--- config.mk ---
export PLATFORM = sky130hd
export DESIGN_NAME = hex_record_loader
export DESIGN_NICKNAME = d
export VERILOG_FILES = /design/src/rtl/core/hrl_pkg.sv /design/src/rtl/core/hrl_parse.sv /design/src/rtl/core/hex_record_loader.sv
export SDC_FILE = /design/constraint.sdc
export NUM_CORES = 1
export LEC_CHECK = 0
export BUFFER_PORTS_ARGS = -buffer_cell sky130_fd_sc_hd__buf_4
export CAP_MARGIN = 30
export CORE_MARGIN = 10
export CORE_UTILIZATION = 45
export CTS_CLUSTER_SIZE = 8
export DETAILED_ROUTE_END_ITERATION = 10
export PLACE_DENSITY_LB_ADDON = 0.3
export SKIP_CTS_REPAIR_TIMING = 1
export SLEW_MARGIN = 20
export SYNTH_ARGS = -nofsm -noshare
export SYNTH_HDL_FRONTEND = slang
export SYNTH_SLANG_ARGS = --single-unit
--- constraint.sdc ---
create_clock -name i_clk -period 6 [get_ports i_clk]
set_input_delay 1.2 -clock i_clk [delete_from_list [all_inputs] [get_ports i_clk]]
set_output_delay 1.2 -clock i_clk [all_outputs]
set_load 0.03 [all_outputs]
--- src/rtl/core/hrl_pkg.sv ---
`default_nettype none
// ----------------------------------------------------------------------------
// hrl_pkg
// shared types, codes and helpers for the hex record loader
// ----------------------------------------------------------------------------
package hrl_pkg;

    localparam int unsigned CharW  = 8;
    localparam int unsigned PhaseW = 3;
    localparam int unsigned KindW  = 2;
    localparam int unsigned AddrW  = 16;
    localparam int unsigned ByteW  = 8;

    // parser phases
    localparam logic [PhaseW-1:0] PH_IDLE  = 3'd0;
    localparam logic [PhaseW-1:0] PH_COUNT = 3'd1;
    localparam logic [PhaseW-1:0] PH_ADRH  = 3'd2;
    localparam logic [PhaseW-1:0] PH_ADRL  = 3'd3;
    localparam logic [PhaseW-1:0] PH_TYPE  = 3'd4;
    localparam logic [PhaseW-1:0] PH_DATA  = 3'd5;
    localparam logic [PhaseW-1:0] PH_CHECK = 3'd6;

    // result kinds
    localparam logic [KindW-1:0] KIND_WRITE = 2'd0;
    localparam logic [KindW-1:0] KIND_GOOD  = 2'd1;
    localparam logic [KindW-1:0] KIND_BAD   = 2'd2;

    // record type handled
    localparam logic [ByteW-1:0] REC_DATA = 8'h00;

    // characters
    localparam logic [CharW-1:0] CH_COLON = 8'h3A;
    localparam logic [CharW-1:0] CH_CR    = 8'h0D;
    localparam logic [CharW-1:0] CH_LF    = 8'h0A;
    localparam logic [CharW-1:0] CH_0     = 8'h30;
    localparam logic [CharW-1:0] CH_9     = 8'h39;
    localparam logic [CharW-1:0] CH_UA    = 8'h41;
    localparam logic [CharW-1:0] CH_UF    = 8'h46;
    localparam logic [CharW-1:0] CH_LA    = 8'h61;
    localparam logic [CharW-1:0] CH_LF_HEX = 8'h66;
    localparam logic [CharW-1:0] HEX_TEN  = 8'd10;

    typedef struct packed {
        logic [PhaseW-1:0] phase;
        logic              nibble_second;
        logic [3:0]        high_nibble;
        logic [ByteW-1:0]  byte_count;
        logic [AddrW-1:0]  base_address;
        logic [ByteW-1:0]  data_index;
        logic [ByteW-1:0]  record_kind;
        logic [ByteW-1:0]  running_sum;
    } t_parse_state;

    typedef struct packed {
        logic [KindW-1:0] kind;
        logic [AddrW-1:0] address;
        logic [ByteW-1:0] data;
    } t_result;

    // ascii hex digit to nibble, anything else is zero
    function automatic logic [3:0] hex_value(input logic [CharW-1:0] ch);
        logic [CharW-1:0] v;
        begin
            v = '0;
            if (ch >= CH_0 && ch <= CH_9) begin
                v = ch - CH_0;
            end else if (ch >= CH_UA && ch <= CH_UF) begin
                v = ch - CH_UA + HEX_TEN;
            end else if (ch >= CH_LA && ch <= CH_LF_HEX) begin
                v = ch - CH_LA + HEX_TEN;
            end
            return v[3:0];
        end
    endfunction

endpackage
`default_nettype wire

--- src/rtl/core/hrl_parse.sv ---
`default_nettype none
// ----------------------------------------------------------------------------
// hrl_parse
// one character step of the record parser, purely combinational
// ----------------------------------------------------------------------------
module hrl_parse
    import hrl_pkg::*;
(
    input  wire t_parse_state   i_state,
    input  wire [CharW-1:0]     i_char,
    output t_parse_state        o_state,
    output logic                o_res_valid,
    output t_result             o_res
);

    logic [3:0]       nib;
    logic [ByteW-1:0] b;
    logic [ByteW-1:0] idx_inc;
    logic             skip_char;

    always_comb begin
        nib       = hex_value(i_char);
        b         = {i_state.high_nibble, nib};
        idx_inc   = i_state.data_index + 8'd1;
        skip_char = (i_char == CH_COLON) || (i_char == CH_CR) || (i_char == CH_LF);

        o_state     = i_state;
        o_res_valid = 1'b0;
        o_res       = '0;

        if (i_state.phase == PH_IDLE || i_state.phase > PH_CHECK) begin
            if (i_char == CH_COLON) begin
                o_state.phase         = PH_COUNT;
                o_state.nibble_second = 1'b0;
                o_state.high_nibble   = '0;
                o_state.running_sum   = '0;
                o_state.data_index    = '0;
            end else begin
                o_state.phase = PH_IDLE;
            end
        end else if (!skip_char) begin
            if (!i_state.nibble_second) begin
                o_state.high_nibble   = nib;
                o_state.nibble_second = 1'b1;
            end else begin
                o_state.nibble_second = 1'b0;
                o_state.running_sum   = i_state.running_sum + b;
                case (i_state.phase)
                    PH_COUNT: begin
                        o_state.byte_count = b;
                        o_state.phase      = PH_ADRH;
                    end
                    PH_ADRH: begin
                        o_state.base_address = {b, 8'h00};
                        o_state.phase        = PH_ADRL;
                    end
                    PH_ADRL: begin
                        o_state.base_address = {i_state.base_address[AddrW-1:8], b};
                        o_state.phase        = PH_TYPE;
                    end
                    PH_TYPE: begin
                        o_state.record_kind = b;
                        o_state.data_index  = '0;
                        if (i_state.byte_count != '0 && b == REC_DATA) begin
                            o_state.phase = PH_DATA;
                        end else begin
                            o_state.phase = PH_IDLE;
                        end
                    end
                    PH_DATA: begin
                        o_res_valid        = 1'b1;
                        o_res.kind         = KIND_WRITE;
                        o_res.address      = i_state.base_address
                                           + {8'h00, i_state.data_index};
                        o_res.data         = b;
                        o_state.data_index = idx_inc;
                        if (idx_inc == i_state.byte_count) begin
                            o_state.phase = PH_CHECK;
                        end
                    end
                    default: begin
                        // checksum byte: whole record must sum to zero
                        o_res_valid   = 1'b1;
                        o_res.kind    = (o_state.running_sum == '0) ? KIND_GOOD : KIND_BAD;
                        o_state.phase = PH_IDLE;
                    end
                endcase
            end
        end
    end

endmodule
`default_nettype wire

--- src/rtl/core/hex_record_loader.sv ---
`default_nettype none
// ----------------------------------------------------------------------------
// hex_record_loader
// parses an intel hex character stream into byte writes and record status
// ----------------------------------------------------------------------------
// usage:
//   s_axis carries one ascii character per transfer in s_axis_tdata.
//   m_axis carries one result per transfer: m_axis_tuser is the kind
//   (data write, record good, checksum error), m_axis_tdata holds the
//   write address and data byte (both zero for a status result).
//   characters outside a record are dropped until ':' opens one; only
//   type 00 records with a nonzero count produce writes, then one status.
// timing:
//   one character is taken every cycle while s_axis_tready is high; a
//   character goes through an input register, the combinational parser
//   logic and the result register before its result is offered on m_axis.
// reset:
//   i_rst_n low (synchronous) empties both registers and returns the parser
//   to idle, waiting for a colon.
// stall:
//   when m_axis_tready is low with a result held, the parser stage stops;
//   the input register keeps one character, then s_axis_tready drops.
// ----------------------------------------------------------------------------
module hex_record_loader
    import hrl_pkg::*;
(
    input  wire               i_clk,
    input  wire               i_rst_n,
    // input stream
    input  wire               s_axis_tvalid,
    output logic              s_axis_tready,
    input  wire  [7:0]        s_axis_tdata,   // [7:0] char_in
    // result stream
    output logic              m_axis_tvalid,
    input  wire               m_axis_tready,
    output logic [23:0]       m_axis_tdata,   // [15:0] write_address, [23:16] write_data
    output logic [1:0]        m_axis_tuser    // [1:0] result_kind
);

    // input register
    logic             r_in_valid;
    logic [CharW-1:0] r_in_char;

    // parser state
    t_parse_state r_state;
    t_parse_state n_state;

    // result register
    logic    r_out_valid;
    t_result r_out;

    logic    res_valid;
    t_result res;
    logic    advance;

    // parser stage may move when the result slot is free or being drained
    assign advance       = !r_out_valid || m_axis_tready;
    assign s_axis_tready = !r_in_valid || advance;

    hrl_parse u_parse (
        .i_state     (r_state),
        .i_char      (r_in_char),
        .o_state     (n_state),
        .o_res_valid (res_valid),
        .o_res       (res)
    );

    always_ff @(posedge i_clk) begin
        if (!i_rst_n) begin
            r_in_valid <= 1'b0;
        end else if (s_axis_tready) begin
            r_in_valid <= s_axis_tvalid;
        end
    end

    always_ff @(posedge i_clk) begin
        if (s_axis_tready && s_axis_tvalid) begin
            r_in_char <= s_axis_tdata;
        end
    end

    always_ff @(posedge i_clk) begin
        if (!i_rst_n) begin
            r_state.phase         <= PH_IDLE;
            r_state.nibble_second <= 1'b0;
            r_state.high_nibble   <= '0;
            r_state.byte_count    <= '0;
            r_state.base_address  <= '0;
            r_state.data_index    <= '0;
            r_state.record_kind   <= '0;
            r_state.running_sum   <= '0;
        end else if (r_in_valid && advance) begin
            r_state <= n_state;
        end
    end

    always_ff @(posedge i_clk) begin
        if (!i_rst_n) begin
            r_out_valid <= 1'b0;
        end else if (advance) begin
            r_out_valid <= r_in_valid && res_valid;
        end
    end

    always_ff @(posedge i_clk) begin
        if (advance && r_in_valid && res_valid) begin
            r_out <= res;
        end
    end

    assign m_axis_tvalid = r_out_valid;
    assign m_axis_tdata  = {r_out.data, r_out.address};
    assign m_axis_tuser  = r_out.kind;

endmodule
`default_nettype wire

==> After elaboration in Yosys (flattened, before gate mapping) <==
Index checks and enable logic that the tools add are counted.
{ "op_classes": {"n_eq_ne": 13, "order_cmp": 7, "muxes": 26, "bitwise": 5, "mul": 0, "add_sub_neg": 8, "reduce_logical": 34, "n_div": 0, "shift": 0} }
{ "ops": {"columns": ["op", "n"], "rows": [
  ["56-bit two-way mux", 1],
  ["48-bit two-way mux", 1],
  ["8-bit two-way mux", 6],
  ["16-bit case mux with 2 select lines", 1],
  ["5-bit AND reduction", 4],
  ["16-bit by 8-bit adder with 16-bit output", 1],
  ["8-bit by 4-bit == test with 1-bit output, second input constant", 2],
  ["8-bit by 7-bit greater-or-equal comparator with 1-bit output, second input constant", 2],
  ["8-bit by 7-bit less-or-equal comparator with 1-bit output, second input constant", 2],
  ["8-bit logical NOT", 2],
  ["4-bit two-way mux", 4],
  ["8-bit case mux with 2 select lines", 1],
  ["3-bit case mux with 5 select lines", 1],
  ["4-bit AND reduction", 3],
  ["4-bit by 1-bit subtractor with 4-bit output, second input constant", 3],
  ["3-bit two-way mux", 3],
  ["4-bit adder, second input constant", 2],
  ["8-bit by 1-bit adder with 8-bit output, second input constant", 1],
  ["8-bit adder", 1],
  ["8-bit by 6-bit == test with 1-bit output, second input constant", 1],
  ["8-bit == test", 1],
  ["8-bit by 6-bit greater-or-equal comparator with 1-bit output, second input constant", 1],
  ["8-bit by 6-bit less-or-equal comparator with 1-bit output, second input constant", 1],
  ["1-bit logical AND", 8],
  ["other kinds (21)", 40]
]} }
{ "word_totals": {"reg_bits": 92, "rom_bits": 0, "input_bits": 12, "word_cells": 108, "out_inout_bits": 28, "n_memories": 0, "latchBits": 0, "mem_bits_rw": 0} }

==> Longest topological paths before layout <==
Gate-level depths: netlist (run 1).
{ "depth": {"depth_word": 12, "ltp_mapped": 16, "mapped_depth_nobuf": 16} }

==> By module <==
A second synthesis (run 1) with hierarchy kept.
{ "unflattened": {"cells_unflattened": 678, "hier_area_um2": 5914.4} }
{ "modules_own_cells": {"columns": ["mod", "instances", "area_per_inst_um2", "seq_area_each_um2", "cells_each"], "rows": [
  ["hex_record_loader", 1, 3392.0, 2182.1, 289],
  ["hrl_parse", 1, 2522.4, 0.0, 389]
]} }

==> Least setup slack after synthesis (run 1) <==
OpenSTA, ideal clock, no wires.
{ "synth_timing": {"path_type": "input port to flip-flop", "start": "input m_axis_tready", "end": "register r_out, in the netlist m_axis_tdata[0], enable pin", "stages": 4, "setup_ps": 488, "required_time_ps": 5512, "setup_slack_ps": 903, "arrival_ps": 4610, "path_buffers": 0, "path_cell_list": "nor2b_1 and2b_1 o211ai_2 nor4b_1"} }
{ "synth_between": {"elab_chain_len": 3} }
{ "synth_rtl": {"columns": ["element", "line_no", "text"], "rows": [
  ["start: declaration", "hex_record_loader.sv:35", "input wire m_axis_tready,"],
  ["1-bit logical OR", "hex_record_loader.sv:57", "assign advance = !r_out_valid || m_axis_tready;"],
  ["1-bit logical AND (2 in series)", "hex_record_loader.sv:106", "if (advance && r_in_valid && res_valid) begin"],
  ["end signal: assignment", "hex_record_loader.sv:107", "r_out <= res;"],
  ["end: declaration", "hex_record_loader.sv:50", "t_result r_out;"]
]} }
No other way between the ends.
A chain may end at the register's enable or synchronous reset.

==> Final worst setup path (run 1) <==
{ "layout_timing": {"start": "register r_in_char[3]", "end": "register r_out, in the netlist m_axis_tuser[0], data pin"} }
{ "layout_between": {"elab_chain_len": 8, "elab_cells_between_ends": 26, "classes_between": "6 x add/sub; 6 x order compare; 3 x eq/ne; 4 x mux; 7 x reduce/logical"} }
{ "layout_rtl": {"columns": ["element", "line_no", "text"], "rows": [
  ["start: declaration", "hex_record_loader.sv:42", "logic [CharW-1:0] r_in_char;"],
  ["start signal: assignment", "hex_record_loader.sv:78", "r_in_char <= s_axis_tdata;"],
  ["8-bit by 7-bit greater-or-equal comparator with 1-bit output / 8-bit by 7-bit less-or-equal comparator with 1-bit output (equally long branches)", "hrl_pkg.sv:69", "end else if (ch >= CH_LA && ch <= CH_LF_HEX) begin"],
  ["1-bit logical AND", "hrl_pkg.sv:69", null],
  ["4-bit two-way mux", "hrl_pkg.sv:69", null],
  ["4-bit two-way mux", "hrl_pkg.sv:67", "end else if (ch >= CH_UA && ch <= CH_UF) begin"],
  ["4-bit two-way mux *", "hrl_pkg.sv:65", "if (ch >= CH_0 && ch <= CH_9) begin"],
  ["net u_parse.b[0]", "hrl_parse.sv:17", "logic [ByteW-1:0] b;"],
  ["8-bit adder *", "hrl_parse.sv:47", "o_state.running_sum = i_state.running_sum + b;"],
  ["8-bit logical NOT *", "hrl_parse.sv:84", "o_res.kind = (o_state.running_sum == '0) ? KIND_GOOD : KIND_BAD;"],
  ["2-bit two-way mux *", "hrl_parse.sv:84", null]
]} }
The timed path passes the listed nets; every way through them passes the cells marked *.

==> out/results.txt, run 1 <==
Die X-Extent - 120 um
initial antenna violation count - 0
Antenna Diode Count - 0
unrepaired setup endpoints after global routing - no
most area-hungry cell type in the Yosys netlist - sky130_fd_sc_hd__edfxtp_1
die height - 120 um
violation count after the first detailed-routing iteration - 239
Worst Tran Pin Value - 846 ps
minimum hold slack - 467 ps
synthesized area per cell - 9.49 um^2
post-synth cell types - 64
number of buffers added by the clock tree synthesis step - 9
fraction of registers with async set or reset after synthesis - 0%
Seq pwr share - 56.7%
Slew HR - 43.4%
ys flop type - sky130_fd_sc_hd__dfxtp_1
Die Area - 14300 um^2
post-synth design cell area - 4470 um^2
DP Wirelength - 7420 um
reported net switching power - 0.000260 W
power per cell area - 210 nW/um^2
beginning of the worst register-to-register path - r_in_char[3]
I/O Pins - 40
type of the worst setup path - reg -> reg
Sum Neg Setup Slack - 0 ps
clock tree from TritonCTS - yes
Final Slew Violations - 0
clock network fraction of design power - 39.0%
Final Non-Filler Cells - 644
total area of multi-input combinational cells - 2320 um^2
DRC violations left - 0
final cycle utilization of the critical path - 74.0%
Power Total - 0.00107 W
maximum ir drop on the vdd rail - 0.000111 V
synthesized netlist cell count - 471
total nets after synthesis - 506
master of the slowest instance on the critical path - sky130_fd_sc_hd__or4b_2
hold-critical path endpoint - r_state[30]
combined global-route utilization of all metal layers - 14.8%
pin count of the biggest net entering global routing - 42
NumNets Final - 541
worst endpoint data arrival time - 4620 ps
number of cell instances on the worst register-to-register path - 12
P_int - 0.000805 W
fraction of synthesized cell area taken by the top area cell type - 22.8%
maxcap violations - 0
clock transition at the registers of the reported paths - 90 ps
via count of the first global-routing pass - 3507
top cells by area, synth - sky130_fd_sc_hd__edfxtp_1 (23%), sky130_fd_sc_hd__dfxtp_1 (22%), sky130_fd_sc_hd__ha_1 (5.9%)
worst reg2reg endpoint - m_axis_tuser[0]
largest buffer count on any clock path - 2
fraction of layout cells with a size suffix above 1 - 14.7%
endpoints failing setup - 0
final hold violation count - 0
sequential cell area fraction in the yosys report - 45.2%
P&R area growth vs syn - 13.7%
status - finished, final reports clean
Std-Cell Core Area - 9730 um^2
cell chosen for the clock root - sky130_fd_sc_hd__clkbuf_8
flop and latch count out of synthesis - 84
switching share of total power - 24.4%
maximum fanout along the worst path - 7
Num Clock Sinks - 84
achievable clock frequency - 0.225 GHz
number of cells after detailed placement - 627
cell leakage power - 1.93 nW
number of filler instances in the final layout - 912
worst hold stages - 2
class of the worst hold path - reg -> reg
number of nets with antenna violations after detailed routing - 0
Worst Path Required - 6180 ps
initial cell density of the core - 45.9%
biggest cell delay along the critical path - 710 ps
average wire length per cell after detail routing - 16.2 um
RD Place Congestion - 0.901
area taken by flip-flops and latches - 2020 um^2
sort of element at the start of the critical path - flip-flop
Comb pwr share - 4.3%
first-pass GRT wire length - 17400 um
worst path cell trace - or4b_2 > o31ai_2 > ha_1 > inv_1 > fa_1 > nor2b_1 > o21ai_0 > a21boi_0 > nor2_1 > or4_1 > nor4_1 > nor4b_1
aggregate global routing overflow - 0
origin of the worst min-delay path - r_state[30]
DRT Pass-1 Iters - 5
Setup Skew - 5.94 ps
commonest non-fill, non-tap cells in the layout - sky130_fd_sc_hd__nor2_1 (50), sky130_fd_sc_hd__dfxtp_1 (50), sky130_fd_sc_hd__buf_4 (41)
clock insertion delay at the later pin of the skew report - 370 ps
total of buffers placed on input and output ports - 39
number of H-tree branching levels - 3
total number of yosys warnings - 0
R2R setup slack - 1560 ps
via density per instance - 5.63
Final min period - 4440 ps
number of synthesized flops with an enable pin - 34
row cnt - 36
total number of vias - 3626
routed wire length - 10400 um
endpoint kind of the worst setup timing path - flip-flop
[layout make-up]
cell class	instances	area share [%]
Timing Repair Buffer	42	6.15
Clock buffer	11	3.20
Multi-Input combinational cell	352	45.6
Sequential cell	84	39.8
Inverter	17	1.26
Clock inverter	5	0.788
Tap cell	133	3.27
[critical path, delay by kind of cell, from the launching register on]
kind	cells	cell delay, ps
compound gates	3	960
fa+ha+maj	2	700
buf+inv	1	60
flops	1	480
simple gates	6	2030
[worst max-delay path by stage]
stage,from,to,depth (start not counted)
2_1_floorplan,m_axis_tready,m_axis_tdata[0],4
3_3_place_gp,r_in_char[3],m_axis_tuser[0],12
3_5_place_dp,r_in_char[3],m_axis_tuser[0],12
4_1_cts,r_in_char[3],m_axis_tuser[0],12
5_1_grt,r_in_char[3],m_axis_tuser[0],12
6_report,r_in_char[3],m_axis_tuser[0],12
[power groups by stage]
stage | Combinational, W | Sequential, W | Clock, W
global route | 0.0000507 | 0.000605 | 0.000445
global placement | 0.0000443 | 0.000616 | 0
detailed placement | 0.0000453 | 0.000617 | 0
floorplan | 0.0000337 | 0.000613 | 0
CTS | 0.0000456 | 0.000604 | 0.000423
finish | 0.0000460 | 0.000604 | 0.000415
[routing by layer]
layer  share of wire (%)  wire (um)  up-vias  GRT usage, %
li1                    -          -     1788             -
met1                  44       4540     1713          18.1
met2                  49       5060      105          24.4
met3                 5.6        585       20          3.56
met4                 2.2        233        0          6.41
met5                   0          0        -             0
[through the flow]
| step | cell area, um^2 | util [%] | setup WS, ps |
|---|---|---|---|
| 2_1_floorplan | 4470 | - | 903 |
| 3_3_place_gp | 4880 | 50.1 | 1890 |
| 3_5_place_dp | 4880 | 50.1 | 1620 |
| 4_1_cts | 5080 | 52.2 | 1600 |
| 5_1_grt | 5080 | 52.3 | 1350 |
| 6_report | 5080 | 52.3 | 1560 |
[cell usage after synthesis (5+ instances only)]
master and n:
sky130_fd_sc_hd__mux2i_1 8, sky130_fd_sc_hd__ha_1 21, sky130_fd_sc_hd__xor2_1 7, sky130_fd_sc_hd__nor3_1 8, sky130_fd_sc_hd__edfxtp_1 34, sky130_fd_sc_hd__nand2b_1 6, sky130_fd_sc_hd__nand3_1 21, sky130_fd_sc_hd__nand2_1 38
sky130_fd_sc_hd__and2_1 10, sky130_fd_sc_hd__inv_1 17, sky130_fd_sc_hd__and3_1 6, sky130_fd_sc_hd__nor2_1 50, sky130_fd_sc_hd__o21ai_0 19, sky130_fd_sc_hd__a22o_1 9, sky130_fd_sc_hd__nor2b_1 6, sky130_fd_sc_hd__nor4_1 9
sky130_fd_sc_hd__xnor2_1 18, sky130_fd_sc_hd__a21oi_1 36, sky130_fd_sc_hd__clkbuf_1 14, sky130_fd_sc_hd__a211oi_1 5, sky130_fd_sc_hd__dfxtp_1 50, sky130_fd_sc_hd__or4_1 7
[state kept, by name (all words and copies together), names as in the netlist]
signal,flops
r_state,48
m_axis_tdata,24
r_in_char,8
m_axis_tuser,2
m_axis_tvalid,1
r_in_valid,1
[cells by family (layout without fill, tap and decap cells)]
group           Yosys count  in the layout  synth area share, %
compound gates          108            108                 16.0
xor+xnor                 25             25                 4.90
fa+ha+maj                23             23                 6.77
buf+inv                  35             75                 3.08
flops                    84             84                 45.2
mux                       9              9                 2.04
simple gates            187            187                 21.9
No activity file was read; power rests on OpenSTA's default activity.
==> run 2, diff against run 1 <==
- ABC_AREA: unset -> 1
- clock period: 6 -> 3.6 ns (I/O delays scaled with it)
==> out/results.txt, run 2 <==
first-pass GRT wire length - 17400 um (unchanged)
Final Slew Violations - 0 (unchanged)
most frequent cell after synthesis - sky130_fd_sc_hd__nand2_1
maximum fanout along the worst path - 5 (-2)
beginning of the worst register-to-register path - r_in_char[0]
Std-Cell Core Area - 9820 um^2 (+0.93%)
initial antenna violation count - 0 (unchanged)
origin of the worst min-delay path - r_state[4]
Worst Tran Pin Value - 585 ps (-261 ps)
sequential cell area fraction in the yosys report - 44.3% (-0.89 points)
I/O Pins - 40 (unchanged)
DR WL met3 - 405 um (-31%)
violation count after the first detailed-routing iteration - 266 (+11%)
clock insertion delay at the later pin of the skew report - 370 ps (about the same)
endpoints failing setup - 0 (unchanged)
ys flop type - sky130_fd_sc_hd__dfxtp_1
routed wire length on met2 - 5060 um (about the same)
total nets after synthesis - 619 (+22%)
pin count of the biggest net entering global routing - 28 (-33%)
hold-critical path endpoint - r_state[4]
maximum ir drop on the vdd rail - 0.000192 V (+73%)
clock tree from TritonCTS - yes
Worst Path Required - 3720 ps (-2460 ps)
power per cell area - 362 nW/um^2 (+73%)
top cells by area, synth - sky130_fd_sc_hd__edfxtp_1 (22%), sky130_fd_sc_hd__dfxtp_1 (22%), sky130_fd_sc_hd__nand2_1 (12%)
wire length on met1 - 4730 um (+4.2%)
DRC violations left - 0 (unchanged)
Slew HR - 60.7% (+17 points)
Comb pwr share - 8.6% (+4.3 points)
average wire length per cell after detail routing - 13.7 um (-16%)
clock transition at the registers of the reported paths - 90 ps (about the same)
fraction of synthesized cell area taken by the top area cell type - 22.4% (-0.45 points)
RD Place Congestion - 0.832 (-7.6%)
most frequent cells after synthesis - sky130_fd_sc_hd__nand2_1 (140), sky130_fd_sc_hd__inv_1 (68), sky130_fd_sc_hd__a21oi_1 (63)
commonest non-fill, non-tap cells in the layout - sky130_fd_sc_hd__nand2_1 (140), sky130_fd_sc_hd__inv_1 (68), sky130_fd_sc_hd__a21oi_1 (63)
Antenna Diode Count - 0 (unchanged)
number of cell instances on the worst register-to-register path - 16 (+4)
sort of element at the start of the critical path - flip-flop
most common cell after layout, fill and taps aside - sky130_fd_sc_hd__nand2_1
reported net switching power - 0.000494 W (+90%)
P_int - 0.00139 W (+72%)
routed wire length - 10400 um (+0.18%)
worst hold stages - 2 (unchanged)
instance area at placement - 4960 um^2 (+1.8%)
worst endpoint data arrival time - 3370 ps (-1250 ps)
number of nets with antenna violations after detailed routing - 0 (unchanged)
post-synth cell types - 43 (-33%)
post-synth design cell area - 4560 um^2 (+2.0%)
fraction of layout cells with a size suffix above 1 - 12.4% (-2.3 points)
via density per instance - 5.13 (-8.9%)
finished layout cell area - 5190 um^2 (+2.2%)
clock network fraction of design power - 36.9% (-2.1 points)
Seq pwr share - 54.4% (-2.3 points)
Highest Signal Layer - met4
unrepaired setup endpoints after global routing - no
flop and latch count out of synthesis - 84 (unchanged)
total number of vias - 3920 (+8.1%)
Sum Neg Setup Slack - 0 ps (unchanged)
number of synthesized flops with an enable pin - 34 (unchanged)
synthesized area per cell - 7.81 um^2 (-18%)
DP Wirelength - 7940 um (+7.0%)
Die Area - 14600 um^2 (+1.7%)
switching share of total power - 26.3% (+1.9 points)
Num Clock Sinks - 84 (unchanged)
aggregate global routing overflow - 0 (unchanged)
combined global-route utilization of all metal layers - 14.5% (-0.30 points)
final cycle utilization of the critical path - 90.5% (+16 points)
number of buffers added by the clock tree synthesis step - 9 (unchanged)
type of the worst setup path - reg -> reg
die height - 121 um (+0.83%)
final hold violation count - 0 (unchanged)
Final min period - 3260 ps (-1180 ps)
worst reg2reg endpoint - m_axis_tuser[1]
max reg flops - 48 (unchanged)
NumNets Final - 661 (+22%)
largest register by flop count - r_state
fraction of registers with async set or reset after synthesis - 0% (unchanged)
endpoint kind of the worst setup timing path - flip-flop
number of H-tree branching levels - 3 (unchanged)
Setup Skew - 11.5 ps (+5.56 ps)
status - finished, final reports clean
P&R area growth vs syn - 13.9%
maxcap violations - 0 (unchanged)
achievable clock frequency - 0.307 GHz (+36%)
R2R setup slack - 340 ps (-1220 ps)
Die X-Extent - 121 um (+0.83%)
cell chosen for the clock root - sky130_fd_sc_hd__clkbuf_8
DRT Pass-1 Iters - 5 (unchanged)
total number of yosys warnings - 0 (unchanged)
synthesized netlist cell count - 584 (+24%)
via count of the first global-routing pass - 3796 (+8.2%)
total of buffers placed on input and output ports - 39 (unchanged)
class of the worst hold path - reg -> reg
cell leakage power - 2.19 nW (+13%)
initial cell density of the core - 46.4% (+0.50 points)
largest buffer count on any clock path - 2 (unchanged)
most area-hungry cell type in the Yosys netlist - sky130_fd_sc_hd__edfxtp_1
row cnt - 36 (unchanged)
[run 2: cell count changes after synthesis, moves of 8 or more]
| cell | change |
|---|---|
| sky130_fd_sc_hd__nand2_1 | +102 |
| sky130_fd_sc_hd__inv_1 | +51 |
| sky130_fd_sc_hd__a21oi_1 | +27 |
| sky130_fd_sc_hd__nand3_1 | +17 |
| sky130_fd_sc_hd__o21ai_0 | +12 |
| sky130_fd_sc_hd__xnor2_1 | -12 |
| sky130_fd_sc_hd__clkbuf_1 | -11 |
| sky130_fd_sc_hd__and2_1 | -10 |
| sky130_fd_sc_hd__a22o_1 | -9 |
| sky130_fd_sc_hd__nor4_1 | -9 |
| sky130_fd_sc_hd__mux2i_1 | -8 |
[run 2: area by class of cell]
cell class              count  area (um^2)
clock inverters             6         71.3
multi-input cells         416         2200
flip-flops and latches     84         2020
fillers                   942         4620
repair buffers             41          328
inverters                  74          280
well taps                 133          166
clock buffers              10          128
[run 2: power groups by stage]
| stage | logic [W] | registers (W) | clock network, W |
|---|---|---|---|
| final | 0.000162 | 0.00102 | 0.000694 |
| after global placement | 0.000152 | 0.00104 | 0 |
| after detailed placement | 0.000157 | 0.00104 | 0 |
| after CTS | 0.000158 | 0.00102 | 0.000706 |
| after floorplan | 0.000122 | 0.00104 | 0 |
| after global routing | 0.000185 | 0.00103 | 0.000743 |
[run 2: through the flow]
step | setup WS (ps) | hold WS (ps) | cells | power, W | util, %
after floorplan | 680 | 445 | 584 | 0.00116 | -
after global routing | 27.8 | 499 | 764 | 0.00195 | 52.9
after global placement | 493 | 453 | 747 | 0.00120 | 50.5
final | 342 | 476 | 764 | 0.00188 | 52.9
after detailed placement | 298 | 467 | 747 | 0.00120 | 50.5
after CTS | 289 | 480 | 763 | 0.00189 | 52.6
[run 2: kinds of logic after synthesis]
family          count (synthesis)  share of synthesized area, %
compound gates                113                          13.3
xor+xnor                       10                          1.92
fa+ha+maj                      23                          6.64
buf+inv                        84                          7.52
flops                          84                          44.3
simple gates                  270                          26.2
[run 2: worst max-delay path by stage]
stage | start | end
2_1_floorplan | r_in_char[0] | m_axis_tuser[1]
3_3_place_gp | r_in_char[0] | m_axis_tuser[1]
3_5_place_dp | r_in_char[0] | m_axis_tuser[1]
4_1_cts | r_in_char[0] | m_axis_tuser[1]
5_1_grt | r_in_char[0] | m_axis_tuser[1]
6_report | r_in_char[0] | m_axis_tuser[1]
[run 2: per-layer routing]
metal,vias up,GRT usage [%]
met5,-,0
met4,0,7.32
met3,19,2.61
met2,82,25.0
met1,1792,17.0
li1,2027,-
[run 2: critical path, stage by stage, from the launching register on]
cell and delay (ps):
sky130_fd_sc_hd__edfxtp_1 420, sky130_fd_sc_hd__inv_1 100, sky130_fd_sc_hd__ha_1 230, sky130_fd_sc_hd__inv_1 60, sky130_fd_sc_hd__nand3_1 110, sky130_fd_sc_hd__nand3_1 200, sky130_fd_sc_hd__nand3_1 140, sky130_fd_sc_hd__nand2_1 180
sky130_fd_sc_hd__ha_1 190, sky130_fd_sc_hd__inv_1 60, sky130_fd_sc_hd__fa_1 400, sky130_fd_sc_hd__o21ai_1 240, sky130_fd_sc_hd__xor2_1 200, sky130_fd_sc_hd__inv_1 70, sky130_fd_sc_hd__nor2_1 120, sky130_fd_sc_hd__nand4_1 120
sky130_fd_sc_hd__nor2b_1 150
==> run 3, diff against run 2 <==
- CORE_ASPECT_RATIO: unset -> 0.8
- CTS_CLUSTER_SIZE: 8 -> unset
==> out/results.txt, run 3 (synthesis results as in run 2) <==
Crit path top cell by count - sky130_fd_sc_hd__inv_1
commonest non-fill, non-tap cells in the layout - sky130_fd_sc_hd__nand2_1 (138), sky130_fd_sc_hd__inv_1 (68), sky130_fd_sc_hd__a21oi_1 (63)
fraction of layout cells with a size suffix above 1 - 12.7% (+0.30 points)
biggest cell delay along the critical path - 430 ps (about the same)
Worst Tran Pin Value - 664 ps (+78.8 ps)
violation count after the first detailed-routing iteration - 439 (+65%)
final hold violation count - 0 (unchanged)
placement-stage worst setup slack - 213 ps (-84.5 ps)
R2R setup slack - 320 ps (-20 ps)
class of the worst hold path - reg -> reg
status - finished, final reports clean
Final min period - 3280 ps (+21.8 ps)
total of buffers placed on input and output ports - 39 (unchanged)
maximum ir drop on the vdd rail - 0.000186 V (-3.2%)
maximum fanout along the worst path - 5 (unchanged)
pin count of the biggest net entering global routing - 28 (unchanged)
Num Clock Sinks - 84 (unchanged)
NumNets Final - 662 (+0.15%)
reported net switching power - 0.000501 W (+1.5%)
sort of element at the start of the critical path - flip-flop
row cnt - 32 (-11%)
most common cell after layout, fill and taps aside - sky130_fd_sc_hd__nand2_1
gate family responsible for the most delay along the worst path - simple AND/OR/NAND/NOR gates
number of nets with antenna violations after detailed routing - 0 (unchanged)
worst endpoint data arrival time - 3350 ps (-20 ps)
RD Place Congestion - 0.938 (+13%)
type of the worst setup path - reg -> reg
achievable clock frequency - 0.305 GHz (-0.66%)
initial cell density of the core - 46.7% (+0.24 points)
endpoints failing setup - 0 (unchanged)
Comb pwr share - 8.0% (-0.6 points)
Std-Cell Core Area - 9770 um^2 (-0.51%)
aggregate global routing overflow - 0 (unchanged)
Antenna Diode Count - 0 (unchanged)
least setup slack across all paths after layout - 320 ps (-21.8 ps)
routed wire length - 11000 um (+5.7%)
DRT Pass-1 Iters - 5 (unchanged)
power per cell area - 396 nW/um^2 (+9.4%)
Seq pwr share - 48.9% (-5.5 points)
via count of the first global-routing pass - 3856 (+1.6%)
P_int - 0.00160 W (+15%)
via density per instance - 5.21 (+1.5%)
initial antenna violation count - 0 (unchanged)
clock tree from TritonCTS - yes
minimum hold slack - 482 ps (+6.21 ps)
clock transition at the registers of the reported paths - 60 ps (-30 ps)
launch point of the critical path - r_in_char[0]
Buffers & Inverters on Critical Path - 3 (-1)
endpoint kind of the worst setup timing path - flip-flop
master of the slowest instance on the critical path - sky130_fd_sc_hd__edfxtp_1
DRC violations left - 0 (unchanged)
die height - 110 um (-8.8%)
unrepaired setup endpoints after global routing - no
largest register by flop count - r_state
first-pass GRT wire length - 18500 um (+6.0%)
average wire length per cell after detail routing - 14.4 um (+5.1%)
combined global-route utilization of all metal layers - 15.4% (+0.84 points)
final cycle utilization of the critical path - 91.1% (+0.61 points)
Power Total - 0.00210 W (+12%)
clock network fraction of design power - 43.1% (+6.2 points)
switching share of total power - 23.9% (-2.4 points)
number of buffers added by the clock tree synthesis step - 9 (unchanged)
core occupancy in the finished layout - 54.2% (+1.3 points)
Die Area - 14600 um^2 (+0.18%)
max reg flops - 48 (unchanged)
Final Slew Violations - 0 (unchanged)
Die X-Extent - 133 um (+9.9%)
Slew HR - 55.4% (-5.3 points)
clock insertion delay at the later pin of the skew report - 340 ps (-30 ps)
DP Wirelength - 8040 um (+1.2%)
number of H-tree branching levels - 3 (unchanged)
worst path cell trace - inv_1 > ha_1 > inv_1 > nand3_1 > nand3_2 > nand3_1 > nand2_2 > ha_1 > inv_1 > fa_1 > o21ai_1 > nand2_1 > nand2_1 > a21oi_1 > xor2_1 > nand4_1 > nor2b_1
beginning of the worst register-to-register path - r_in_char[0]
origin of the worst min-delay path - r_state[7]
P&R area growth vs syn - 16.2%
cell leakage power - 2.24 nW (+2.4%)
I/O Pins - 40 (unchanged)
Sum Neg Setup Slack - 0 ps (unchanged)
Worst Path Required - 3680 ps (-40 ps)
largest buffer count on any clock path - 2 (unchanged)
Setup Skew - 10.0 ps (-1.51 ps)
total number of vias - 3998 (+2.0%)
maxcap violations - 0 (unchanged)
cell chosen for the clock root - sky130_fd_sc_hd__clkbuf_16
## run 3: changes by cell type in the layout (fill, tap and decap cells not counted), sizes merged
cell      change
clkinv        +3
clkinvlp      -2
inv           -2
buf           +1
clkbuf        +1
## run 3: layout make-up
cell class	count	area [um^2]
clock buffer	11	233
clock inverter	5	53.8
fill	923	4470
inverter	74	280
multi-input combinational	416	2200
sequential	84	2020
tap	136	170
timing repair buffer	42	335
## run 3: per-layer routing
layer  global-route usage, %  vias up  wire length [um]  part of all wire (%)
li1                        -     2027                 -                     -
met1                    19.3     1832              5210                    47
met2                    24.6      118              4850                    44
met3                    3.89       21               678                   6.1
met4                    7.13        0               289                   2.6
met5                       0        -                 0                     0
## run 3: worst paths after layout
check                                        to  cells after the start
worst min register to register       r_state[7]                      2
worst max-delay path            m_axis_tuser[1]                     17
worst min-delay path                 r_state[7]                      2
worst max register to register  m_axis_tuser[1]                     17
## run 3: per-stage QoR
step                      instances  cell area [um^2]
after floorplan                 584              4560
after global placement          751              4970
after detailed placement        751              4970
after CTS                       767              5260
after global routing            768              5300
final                           768              5300
## run 3: worst register-to-register path: cells and delay by family (launching register included)
| kind | cells | cell delay [ps] |
|---|---|---|
| AOI/OAI and AO/OA | 2 | 300 |
| xor gates and xnor gates | 1 | 200 |
| adders and majority gates | 3 | 840 |
| DFF | 1 | 430 |
| and+or+nand+nor | 8 | 1040 |
| buffers and inverters | 3 | 230 |
## run 3: power by group through the flow
stage	clock network, W	registers (W)	logic [W]
6_report	0.000905	0.00103	0.000168
3_3_place_gp	0	0.00105	0.000155
2_1_floorplan	0	0.00104	0.000122
5_1_grt	0.000964	0.00103	0.000190
4_1_cts	0.000925	0.00102	0.000161
3_5_place_dp	0	0.00105	0.000159
